**src/rtl/msapc_pkg.sv**
```systemverilog
// Shared constants, types and the counter address function for the
// pair-count histogram. No dependencies.
package msapc_pkg;

    localparam int MAX_COLS    = 8;
    localparam int ALPHABET    = 21;
    localparam int COUNT_WIDTH = 16;

    localparam int OP_W    = 2;
    localparam int SYM_W   = 5;
    localparam int COL_W   = 3;
    localparam int CFG_W   = 4;
    localparam int VAL_W   = 16;
    localparam int ROWS_W  = 16;

    localparam int SQ_ALPHA     = ALPHABET * ALPHABET;
    localparam int NUM_COUNTERS = MAX_COLS * MAX_COLS * SQ_ALPHA;
    localparam int ADDR_W       = $clog2(NUM_COUNTERS);
    // one spare bit so an out-of-range slot can be detected
    localparam int SLOT_W       = ADDR_W + 1;

    localparam logic [COUNT_WIDTH-1:0] COUNT_MAX = '1;
    localparam logic [ROWS_W-1:0]      ROWS_MAX  = '1;
    localparam logic [CFG_W-1:0]       CFG_RESET = CFG_W'(MAX_COLS);

    // op codes
    localparam logic [OP_W-1:0] OP_PUSH  = 2'd0;
    localparam logic [OP_W-1:0] OP_READ  = 2'd1;
    localparam logic [OP_W-1:0] OP_CLEAR = 2'd2;

    // result source select
    localparam logic [1:0] SRC_NOW   = 2'd0;
    localparam logic [1:0] SRC_READ  = 2'd1;
    localparam logic [1:0] SRC_TALLY = 2'd2;
    localparam logic [1:0] SRC_CLEAR = 2'd3;

    typedef struct packed {
        logic       accept;
        logic       tally_step;
        logic       sweep_step;
        logic       out_load;
        logic [1:0] out_src;
    } cmd_t;

    typedef struct packed {
        logic in_tally;
        logic in_read;
        logic in_clear;
        logic tally_last;
        logic sweep_last;
    } sts_t;

    function automatic logic [SLOT_W-1:0] slot(
        input logic [COL_W-1:0] ci,
        input logic [COL_W-1:0] cj,
        input logic [SYM_W-1:0] sa,
        input logic [SYM_W-1:0] sb
    );
        logic [SLOT_W-1:0] pair;
        pair = SLOT_W'(ci) * SLOT_W'(MAX_COLS) + SLOT_W'(cj);
        slot = pair * SLOT_W'(SQ_ALPHA) + SLOT_W'(sa) * SLOT_W'(ALPHABET) + SLOT_W'(sb);
    endfunction

endpackage

```
**src/rtl/msapc_ctrl.sv**
```systemverilog
// Sequencer for the pair-count histogram: handshake, read wait, tally, clear sweep.
// Depends on msapc_pkg.
module msapc_ctrl (
    input  logic                aclk,
    input  logic                aresetn,
    input  logic                s_tvalid,
    output logic                s_tready,
    output logic                m_tvalid,
    input  logic                m_tready,
    input  msapc_pkg::sts_t     sts,
    output msapc_pkg::cmd_t     cmd
);

    localparam logic [2:0] ST_INIT  = 3'd0;
    localparam logic [2:0] ST_IDLE  = 3'd1;
    localparam logic [2:0] ST_READ  = 3'd2;
    localparam logic [2:0] ST_TALLY = 3'd3;
    localparam logic [2:0] ST_DRAIN = 3'd4;
    localparam logic [2:0] ST_CLEAR = 3'd5;

    logic [2:0] state_reg, state_next;
    logic       out_valid_reg, out_valid_next;
    logic       accept;

    assign s_tready = (state_reg == ST_IDLE) && (!out_valid_reg || m_tready);
    assign accept   = s_tready && s_tvalid;
    assign m_tvalid = out_valid_reg;

    always_comb begin
        state_next = state_reg;
        cmd        = '0;
        cmd.accept = accept;
        case (state_reg)
            ST_INIT: begin
                cmd.sweep_step = 1'b1;
                if (sts.sweep_last) begin
                    state_next = ST_IDLE;
                end
            end
            ST_IDLE: begin
                if (accept) begin
                    if (sts.in_tally) begin
                        state_next = ST_TALLY;
                    end else if (sts.in_read) begin
                        state_next = ST_READ;
                    end else if (sts.in_clear) begin
                        state_next = ST_CLEAR;
                    end else begin
                        cmd.out_load = 1'b1;
                        cmd.out_src  = msapc_pkg::SRC_NOW;
                    end
                end
            end
            ST_READ: begin
                cmd.out_load = 1'b1;
                cmd.out_src  = msapc_pkg::SRC_READ;
                state_next   = ST_IDLE;
            end
            ST_TALLY: begin
                cmd.tally_step = 1'b1;
                if (sts.tally_last) begin
                    state_next = ST_DRAIN;
                end
            end
            ST_DRAIN: begin
                // last write-back lands this cycle
                cmd.out_load = 1'b1;
                cmd.out_src  = msapc_pkg::SRC_TALLY;
                state_next   = ST_IDLE;
            end
            ST_CLEAR: begin
                cmd.sweep_step = 1'b1;
                if (sts.sweep_last) begin
                    cmd.out_load = 1'b1;
                    cmd.out_src  = msapc_pkg::SRC_CLEAR;
                    state_next   = ST_IDLE;
                end
            end
            default: begin
                state_next = ST_INIT;
            end
        endcase
    end

    always_comb begin
        out_valid_next = out_valid_reg;
        if (cmd.out_load) begin
            out_valid_next = 1'b1;
        end else if (m_tready) begin
            out_valid_next = 1'b0;
        end
    end

    always_ff @(posedge aclk) begin
        if (!aresetn) begin
            state_reg     <= ST_INIT;
            out_valid_reg <= 1'b0;
        end else begin
            state_reg     <= state_next;
            out_valid_reg <= out_valid_next;
        end
    end

endmodule

```
**config.mk**
```make
export PLATFORM = sky130hd
export DESIGN_NAME = msapc_ctrl
export DESIGN_NICKNAME = d
export VERILOG_FILES = /design/src/rtl/msapc_pkg.sv /design/src/rtl/msapc_ctrl.sv
export SDC_FILE = /design/constraint.sdc
export NUM_CORES = 1
export LEC_CHECK = 0
export BUFFER_PORTS_ARGS = -buffer_cell sky130_fd_sc_hd__buf_2
export CAP_MARGIN = 20
export CORE_AREA = 2 2 39 41
export CTS_CLUSTER_SIZE = 16
export DETAILED_ROUTE_END_ITERATION = 8
export DIE_AREA = 0 0 41 43
export PLACE_DENSITY = 0.52
export SLEW_MARGIN = 25
export SYNTH_ARGS = -nofsm -noshare
export SYNTH_HDL_FRONTEND = slang
export SYNTH_SLANG_ARGS = --single-unit
```
**constraint.sdc**
```tcl
create_clock -name aclk -period 1.65 [get_ports aclk]
set_input_delay 0.0825 -clock aclk [delete_from_list [all_inputs] [get_ports aclk]]
set_output_delay 0.0825 -clock aclk [all_outputs]
set_load 0.02 [all_outputs]
```
# After elaboration in Yosys (flattened, before gate mapping)
# Index checks and enable logic that the tools add are counted.
# totals
input_bits	9
reg_bits	4
wordCells	37
output_inout_bits	8
# classes
reduce_logical	9
eq_ne	9
n_mux	17
# op_table
cell	count
3-bit 2-to-1 mux	11
3-bit case mux with 4 select lines	2
3-bit by 2-bit == test with 1-bit output (second input constant)	2
3-bit == test (second input constant)	2
1-bit 2-to-1 mux	4
2-bit != test (second input constant)	2
4-bit != test (second input constant)	1
4-bit AND reduction	1
2-bit OR reduction	2
3-bit by 1-bit == test with 1-bit output (second input constant)	1
3-bit logical NOT	1
1-bit logical AND	2
2-bit by 1-bit != test with 1-bit output (second input constant)	1
2-bit nonzero test	1
1-bit logical NOT	1
1-bit logical OR	1

# Longest topological paths before layout
# Gate-level depths: netlist (run 1).
# logic_depth
depth_word	7
depth_mapped	5
mapped_depth_nobuf	4

# Worst setup path before layout (run 1)
# No wires, ideal clock.
# synth_timing
kind	register -> register
start	register state_reg[2]
end	register state_reg[0]
required_time_ns	1.528
period_less_slack_ns	1.211
setup_time_ns	0.122
path_buffers	1
stages_incl_launch_ff	6
path_slack_ns	0.439
arrival_time_ns	1.089
cell_sequence	dfxtp_1 buf_6 xor2_1 o32ai_1 nand2b_1 o311a_1
# synth_via
elab_chain_cells	5
elab_cells_between_ends	16
cone_classes	eq/ne (9); mux (1); reduce/logical (6)
# synth_lines
item	line	source
start: declaration	msapc_ctrl.sv:21	logic [2:0] state_reg, state_next;
start signal: assignment	msapc_ctrl.sv:99	state_reg <= state_next;
3-bit by 1-bit == test with 1-bit output	msapc_ctrl.sv:25, msapc_ctrl.sv:33	
1-bit logical AND	msapc_ctrl.sv:25	assign s_tready = (state_reg == ST_IDLE) && (!out_valid_reg || m_tready);
1-bit logical AND	msapc_ctrl.sv:26	assign accept = s_tready && s_tvalid;
2-bit != test (no line)	--	
4-bit AND reduction (no line)	--	
# Parallel ways exist; a longest one is shown, timed or not.
# A chain may end at the register's enable or synchronous reset.

==> flow_summary.toml, run 1 <==
[status]
outcome = "finished, final reports clean"

[timing]
relSlewSlack = 0.7218
drv_slew = 0
tightest_slew_ps = 416.1
max_freq_ghz = 0.6378
grt_setup_unrepaired = "false"
fin_worst_skew_ps = 0.8758
worst_hold_slack_ps = 102.2
setup_tns_ps = 0
hold_viol_final = 0
min_period_over_period = 0.9503
timing.final.setup_violations = 0
fin_crit_ps = 1568

[clock_tree]
clockBufferDepth = 2
cts_tree = "yes"
holdBufCountCts = 0
path_clk_slew_ps = 40
cts_root_buffer = "clkbuf_4"
clkLatencyLatePin_ps = 230
h-tree-depth = 1
cts_buffers = 3
cts_sinks = 4

[finish]
area_growth_pct = 27.01
diodes = 0
nets = 66
drive_gt1_frac = 0.4182
largest_reg_flops = 3
fillers = 153

[detailed_routing]
drt_iter0_markers = 3
routed_wl_um = 769
via_per_inst = 4.789
drtPass1Iterations = 2
route.detailed.wl_per_inst_um = 10.83
route.antenna.remaining_nets = 0
via_count = 340
drc = 0

[floorplan]
die_h_um = 43
io_pins = 17
initial_core_util = 0.2477
die-area_sq_um = 1763
rows = 14
die_w_um = 41
coreArea_sq_um = 1384

[synthesis]
synth_edf_count = 0
synth-async-reset-ratio = 0
synth.yosys.warnings = 0
synth_area_leaders = "dfxtp_1 23%, nand2b_1 9.1%, nor2b_1 5.5%"
synth.most_common_cell = "nand2b_1"
synth_top_cells_by_count = "5 x nand2b_1, 4 x dfxtp_1, 3 x nor2_1, 3 x nor2b_1"
synth_top_cell_area_share = 0.2336
syn_inst = 40
yosys.area.top_type = "dfxtp_1"
synth_fp_nets = 49
synthesis.area_sq_um = 342.8
synthFlopType = "dfxtp_1"
seq_area_frac_synth = 0.2336
syn_area_per_cell_sq_um = 8.571
ys_ff_latch = 4
synthDistinctLibCells = 26

[flow_run]
max_cap_viol_count = 0

[critical_path]
cp-startpoint = "state_reg[0]$_SDFFE_PN0P_"
cp_max_fo = 8
timing.rr.start = "state_reg[0]$_SDFFE_PN0P_"
crit_type = "flip-flop to output port"
critical_path_required_ps = 1570
cp-start-kind = "flip-flop"
worstPathArrival_ps = 1490
cp-end-kind = "output port"

[power]
p_per_area_nw_per_um2 = 771.1
ir_drop_mv = 0.2588
leakage_uw = 0.0002052
internal_power_uw = 228.8
p_seq_frac = 0.347
clockPowerShare = 0.354
switchingPower_uw = 107.0
comb_power_share = 0.299
swShare = 0.3186

[min_path]
holdCritStartpoint = "aresetn"
hp-class = "input pin to flip-flop"

[placement]
gp_congestion = 0.6828
dp_hpwl_um = 613.6
io_buffers = 16

[global_route]
grtUsageTotal = 0.1066
grt_max_degree = 15
grt_pass1_wl_um = 1235
antenna_found_initial = 0
grt_pass1_vias = 317
gr-total-overflow = 0
-- power by group through the flow --
stage	clock network [uW]	registers [uW]	logic [uW]
6_report	119	116	100
4_1_cts	132	116	101
2_1_floorplan	0	113	76.7
3_5_place_dp	0	117	101
3_3_place_gp	0	117	102
5_1_grt	139	117	112
-- final timing paths --
| kind | to | slack, ps | cells after the start |
|---|---|---|---|
| worst min-delay path | m_tvalid$_SDFFE_PN0P_ | 100 | 2 |
| worst min register to register | m_tvalid$_SDFFE_PN0P_ | 660 | 2 |
| worst max register to register | state_reg[0]$_SDFFE_PN0P_ | 320 | 4 |
| worst max-delay path | cmd[2] | 80 | 3 |
-- what timing repair did --
| item | 4_1_cts | 5_1_grt |
|---|---|---|
| setup endpoints to repair | 0 | 1 |
| buffers inserted | 0 | 0 |
| gates resized for setup | 0 | 1 |
-- kinds of logic after synthesis --
family	after synthesis	synth area share
AND/OR/NAND/NOR	20	0.3504
AO/OA/AOI/OAI	11	0.2993
flip-flops	4	0.2336
buffers and inverters	4	0.09121
XOR/XNOR	1	0.02555
-- cell type report --
| class | count | area [sq um] | area share |
|---|---|---|---|
| Sequential cell | 4 | 81.33 | 0.1868 |
| Clock buffer | 3 | 22.52 | 0.05172 |
| Tap cell | 16 | 20.02 | 0.04598 |
| Timing Repair Buffer | 16 | 80.08 | 0.1839 |
| Multi-Input combinational cell | 32 | 231.5 | 0.5316 |
-- placed cells by master, fill, tap and decap left out, types with 2 or more instances in the layout --
master and instances:
and2_1 2, buf_2 16, clkbuf_4 3, dfxtp_1 3
nand2b_1 5, nor2_1 3, nor2b_1 3, nor3_1 2
-- worst max-delay path, stage by stage (launching register included) --
cell	delay, ps
dfxtp_1	460
nand2b_1	190
o41ai_2	380
buf_2	230
-- through the flow --
stage                     instance area [sq um]  setup slack (ps)    util  power (uW)  std cells
after floorplan                           342.8             439.5       -       189.9         40
after global placement                    411.6             294.0  0.2975       219.5         68
after detailed placement                  411.6             286.4  0.2975       217.8         68
after CTS                                 434.2             52.03  0.3137       348.2         71
after global routing                      435.4             3.753  0.3146       368.1         71
final                                     435.4             82.08  0.3146       335.8         71
-- routing by layer --
layer,global-route usage,vias up,part of all wire
met5,0,-,0
met4,0.08000,0,0
met2,0.1500,7,0.47
met3,0.04712,0,0.053
li1,-,183,-
met1,0.1197,150,0.47
(Power assumes the default switching activity.)
==> run 2: changes to the inputs <==
--- a/config.mk
+++ b/config.mk
@@ -5,13 +5,13 @@
 export SDC_FILE = /design/constraint.sdc
 export NUM_CORES = 1
 export LEC_CHECK = 0
-export BUFFER_PORTS_ARGS = -buffer_cell sky130_fd_sc_hd__buf_2
 export CAP_MARGIN = 20
 export CORE_AREA = 2 2 39 41
 export CTS_CLUSTER_SIZE = 16
 export DETAILED_ROUTE_END_ITERATION = 8
 export DIE_AREA = 0 0 41 43
-export PLACE_DENSITY = 0.52
+export DONT_BUFFER_PORTS = 1
+export PLACE_DENSITY = 0.41
 export SLEW_MARGIN = 25
 export SYNTH_ARGS = -nofsm -noshare
 export SYNTH_HDL_FRONTEND = slang
==> run 2 against run 1 <==
Register-to-register slack improved by 20 ps. Largest cell class unchanged. Count of clock-buffer cells in the layout unchanged. Die area unchanged. Setup slack improved by 33 ps.
==> flow_summary.toml, run 2 (synthesis results as in run 1) <==
[status]
outcome = "finished, final reports clean"

[timing]
hold_viol_final = 0
max_freq_ghz = 0.6516
fin_worst_skew_ps = 1.155
min_period_over_period = 0.9301
fin_crit_ps = 1535
drv_slew = 0
relSlewSlack = 0.7082
grt_setup_unrepaired = "false"
timing.final.setup_violations = 0
setup_tns_ps = 0
tightest_slew_ps = 436.4

[floorplan]
die-area_sq_um = 1763
coreArea_sq_um = 1384
die_h_um = 43
io_pins = 17
rows = 14
initial_core_util = 0.2477
die_w_um = 41

[detailed_routing]
routed_wl_um = 781
route.antenna.remaining_nets = 0
via_per_inst = 5.203
route.detailed.wl_per_inst_um = 13.24
via_count = 307
drt_iter0_markers = 8
drc = 0
drtPass1Iterations = 3

[power]
leakage_uw = 0.0001532
p_per_area_nw_per_um2 = 831.0
ir_drop_mv = 0.4221

[finish]
final_common_cell = "nand2b_1"
nets = 54
area_growth_pct = 13.50
largest_reg_flops = 3
multi_input_area_sq_um = 231.5
layout_common_cells = "5 x nand2b_1, 3 x nor2b_1, 3 x nor2_1, 3 x clkbuf_4, 3 x buf_4"
diodes = 0
utilization = 0.2812
seq_area_sq_um = 82.58
drive_gt1_frac = 0.2558
fillers = 152

[clock_tree]
clkLatencyLatePin_ps = 230
cts_root_buffer = "clkbuf_4"
cts_tree = "yes"
cts_buffers = 3
cts_sinks = 4
h-tree-depth = 1
clockBufferDepth = 2
postCtsSetupRepairBufs = 0
path_clk_slew_ps = 40

[critical_path]
cp-end-kind = "output port"
path_cells = "nand2b_1, nand2_1, o41ai_2, buf_4"
cp_max_fo = 3
critical_path_required_ps = 1570
crit_type = "flip-flop to output port"
slowest_stage = "o41ai_2"
r2r_slack_ps = 340
cp-start-kind = "flip-flop"
critPathMaxStageDelay_ps = 390
worstPathArrival_ps = 1450

[global_route]
grt_pass1_wl_um = 1283
grt_max_degree = 15
antenna_found_initial = 0
grtUsageTotal = 0.1064
gr-total-overflow = 0
grt_pass1_vias = 301

[placement]
gp_congestion = 0.7452
io_buffers = 0

[min_path]
hp-class = "input pin to flip-flop"

[flow_run]
max_cap_viol_count = 0
-- run 2: critical path: cells and delay by family (launching register included) --
family	cells	cell delay, ps
buf+inv	1	210
flops	1	370
compound gates	1	390
simple gates	2	260
-- run 2: layer usage --
layer  routed length (um)  global-route usage
met5                    0                   0
met2                  385              0.1531
met1                  330              0.1383
met3                   65             0.02618
met4                    0             0.06000
-- run 2: final timing paths --
path                             start                   endpoint  cells after the start
max              m_tvalid$_SDFFE_PN0P_                     cmd[2]                      4
min                            aresetn  state_reg[1]$_SDFFE_PN0P_                      1
max reg2reg  state_reg[2]$_SDFFE_PN0P_  state_reg[0]$_SDFFE_PN0P_                      4
min reg2reg  state_reg[2]$_SDFFE_PN0P_  state_reg[2]$_SDFFE_PN0P_                      2
-- run 2: report_power, final --
group / switching (uW) / internal, uW
clock network: 36.2 / 81.1
logic: 49.4 / 37.9
registers: 14.2 / 105
-- run 2: per-stage QoR --
step / power [uW] / std cells / setup slack [ps] / hold slack [ps] / cell area [sq um]
2_1_floorplan: 189.9 / 40 / 439.5 / 200.0 / 342.8
3_3_place_gp: 204.2 / 55 / 309.7 / 207.3 / 354.1
3_5_place_dp: 204.3 / 55 / 254.0 / 210.0 / 354.1
4_1_cts: 332.0 / 59 / 44.59 / 18.96 / 386.6
5_1_grt: 344.9 / 59 / 10.37 / 26.01 / 389.1
6_report: 323.4 / 59 / 115.4 / 26.74 / 389.1
-- run 2: cell type report --
type | count | share of cell area
timing repair buffer | 4 | 0.08360
clock buffer | 3 | 0.05788
sequential | 4 | 0.2122
multi-input combinational | 32 | 0.5949
tap | 16 | 0.05145
-- run 2: repair_timing --
action | CTS | global route
endpoints found under the hold margin | 3 | 0
hold buffers | 1 | 0
resized for setup | 0 | 2
endpoints found under the setup margin | 0 | 1
==> run 3: changes to the inputs <==
==> constraint.sdc (replaced) <==
create_clock -name aclk -period 1.85 [get_ports aclk]
set_input_delay 0.0925 -clock aclk [delete_from_list [all_inputs] [get_ports aclk]]
set_output_delay 0.0925 -clock aclk [all_outputs]
set_load 0.02 [all_outputs]
==> run 3 against run 2 <==
Setup slack gained 140 ps. First-iteration DRC count shrank 25%. Combinational power shrank 10%. Die area is the same. Flip-flop and latch count is the same. Via count grew 3.3%. Total power shrank 11%. Critical path depth is the same. Utilization shrank 0.18 points.
==> flow_summary.toml, run 3 (synthesis results as in run 1) <==
[critical_path]
cp_max_fo = 14
timing.rr.start = "state_reg[1]$_SDFFE_PN0P_"
path_delay_family = "flip-flops"
critical_path_required_ps = 1760
critPathBufInv = 1
cp-startpoint = "state_reg[1]$_SDFFE_PN0P_"
slowest_stage = "dfxtp_1"
r2r_end = "m_tvalid$_SDFFE_PN0P_"
cp-start-kind = "flip-flop"
crit_type = "flip-flop to output port"
cp-end-kind = "output port"
critPathMaxStageDelay_ps = 570
path_cells = "nor2b_1, a22oi_1, o41ai_2, buf_4"
ff2ff_path_depth = 4
worstPathArrival_ps = 1500
r2r_slack_ps = 460

[finish]
largest_reg_flops = 3
area_growth_pct = 12.77
final_common_cell = "nand2b_1"
layout_common_cells = "5 x nand2b_1, 4 x dfxtp_1"
fillers = 150
nets = 54
diodes = 0
drive_gt1_frac = 0.2093

[detailed_routing]
routed_wl_um = 783
via_per_inst = 5.373
via_count = 317
drt_iter0_markers = 6
route.antenna.remaining_nets = 0
drtPass1Iterations = 4
route.detailed.wl_per_inst_um = 13.27
drc = 0

[clock_tree]
holdBufCountCts = 1
path_clk_slew_ps = 30
cts_buffers = 3
clockBufferDepth = 2
cts_sinks = 4
cts_tree = "yes"
cts_root_buffer = "clkbuf_4"
cts-resized-gates = 0
clkLatencyLatePin_ps = 230
h-tree-depth = 1
postCtsSetupRepairBufs = 0

[placement]
gp_congestion = 0.7442
io_buffers = 0
dp_hpwl_um = 611.2

[min_path]
hold_depth = 1
holdCritStartpoint = "aresetn"
hp-class = "input pin to flip-flop"
min_to = "state_reg[1]$_SDFFE_PN0P_"

[timing]
setup_tns_ps = 0
tightest_slew_ps = 429.2
min_period_over_period = 0.8630
hold_viol_final = 0
relSlewSlack = 0.7135
fin_worst_skew_ps = 2.392
grt_setup_unrepaired = "false"
timing.final.setup_violations = 0
drv_slew = 0
max_freq_ghz = 0.6263
fin_crit_ps = 1597

[floorplan]
die_h_um = 43
initial_core_util = 0.2477
die-area_sq_um = 1763
io_pins = 17
coreArea_sq_um = 1384
die_w_um = 41
rows = 14

[global_route]
grtUsageTotal = 0.1075
antenna_found_initial = 0
grt_pass1_vias = 318
grt_max_degree = 15
gr-total-overflow = 0
grt_pass1_wl_um = 1324

[status]
outcome = "finished, final reports clean"

[power]
leakage_uw = 0.0001526
ir_drop_mv = 0.2677
power_uw = 289.3
p_per_area_nw_per_um2 = 748.3

[flow_run]
max_cap_viol_count = 0
-- run 3: cell counts in the layout (fill, tap and decap cells not counted) --
No cell type changed its count.
-- run 3: power by group --
part / switching [uW] / total [uW] / internal, uW
logic: 44.6 / 78.3 / 33.7
registers: 12.8 / 105 / 92.4
clock network: 33.4 / 106 / 72.4
-- run 3: cell type report --
class / count / area [sq um] / area share
Multi-Input combinational cell: 32 / 231.5 / 0.5987
Sequential cell: 4 / 80.08 / 0.2071
Timing Repair Buffer: 4 / 32.53 / 0.08414
Clock buffer: 3 / 22.52 / 0.05825
Tap cell: 16 / 20.02 / 0.05178
-- run 3: worst max path at each step --
| stage | endpoint | slack (ps) | cells past startpoint |
|---|---|---|---|
| CTS | cmd[2] | 240 | 4 |
| global placement | m_tvalid$_SDFFE_PN0P_ | 510 | 4 |
| floorplan | state_reg[0]$_SDFFE_PN0P_ | 640 | 5 |
| finish | cmd[2] | 250 | 4 |
| global route | cmd[2] | 120 | 4 |
| detailed placement | m_tvalid$_SDFFE_PN0P_ | 460 | 4 |
-- run 3: metal layers --
layer	routed length, um	vias up	track usage
met5	0	-	0
met4	0	0	0.06000
met3	73	0	0.02618
met2	377	11	0.1469
met1	331	148	0.1484
li1	-	158	-
-- run 3: metrics by stage --
| step | hold WS (ps) | utilization | setup WS (ps) | std cells | instance area [sq um] |
|---|---|---|---|---|---|
| after floorplan | 210.0 | - | 639.5 | 40 | 342.8 |
| final | 15.26 | 0.2794 | 253.4 | 59 | 386.6 |
| after global routing | 20.23 | 0.2794 | 124.8 | 59 | 386.6 |
| after global placement | 217.4 | 0.2559 | 509.0 | 55 | 354.1 |
| after CTS | 10.43 | 0.2794 | 237.8 | 59 | 386.6 |
| after detailed placement | 219.9 | 0.2559 | 460.6 | 55 | 354.1 |
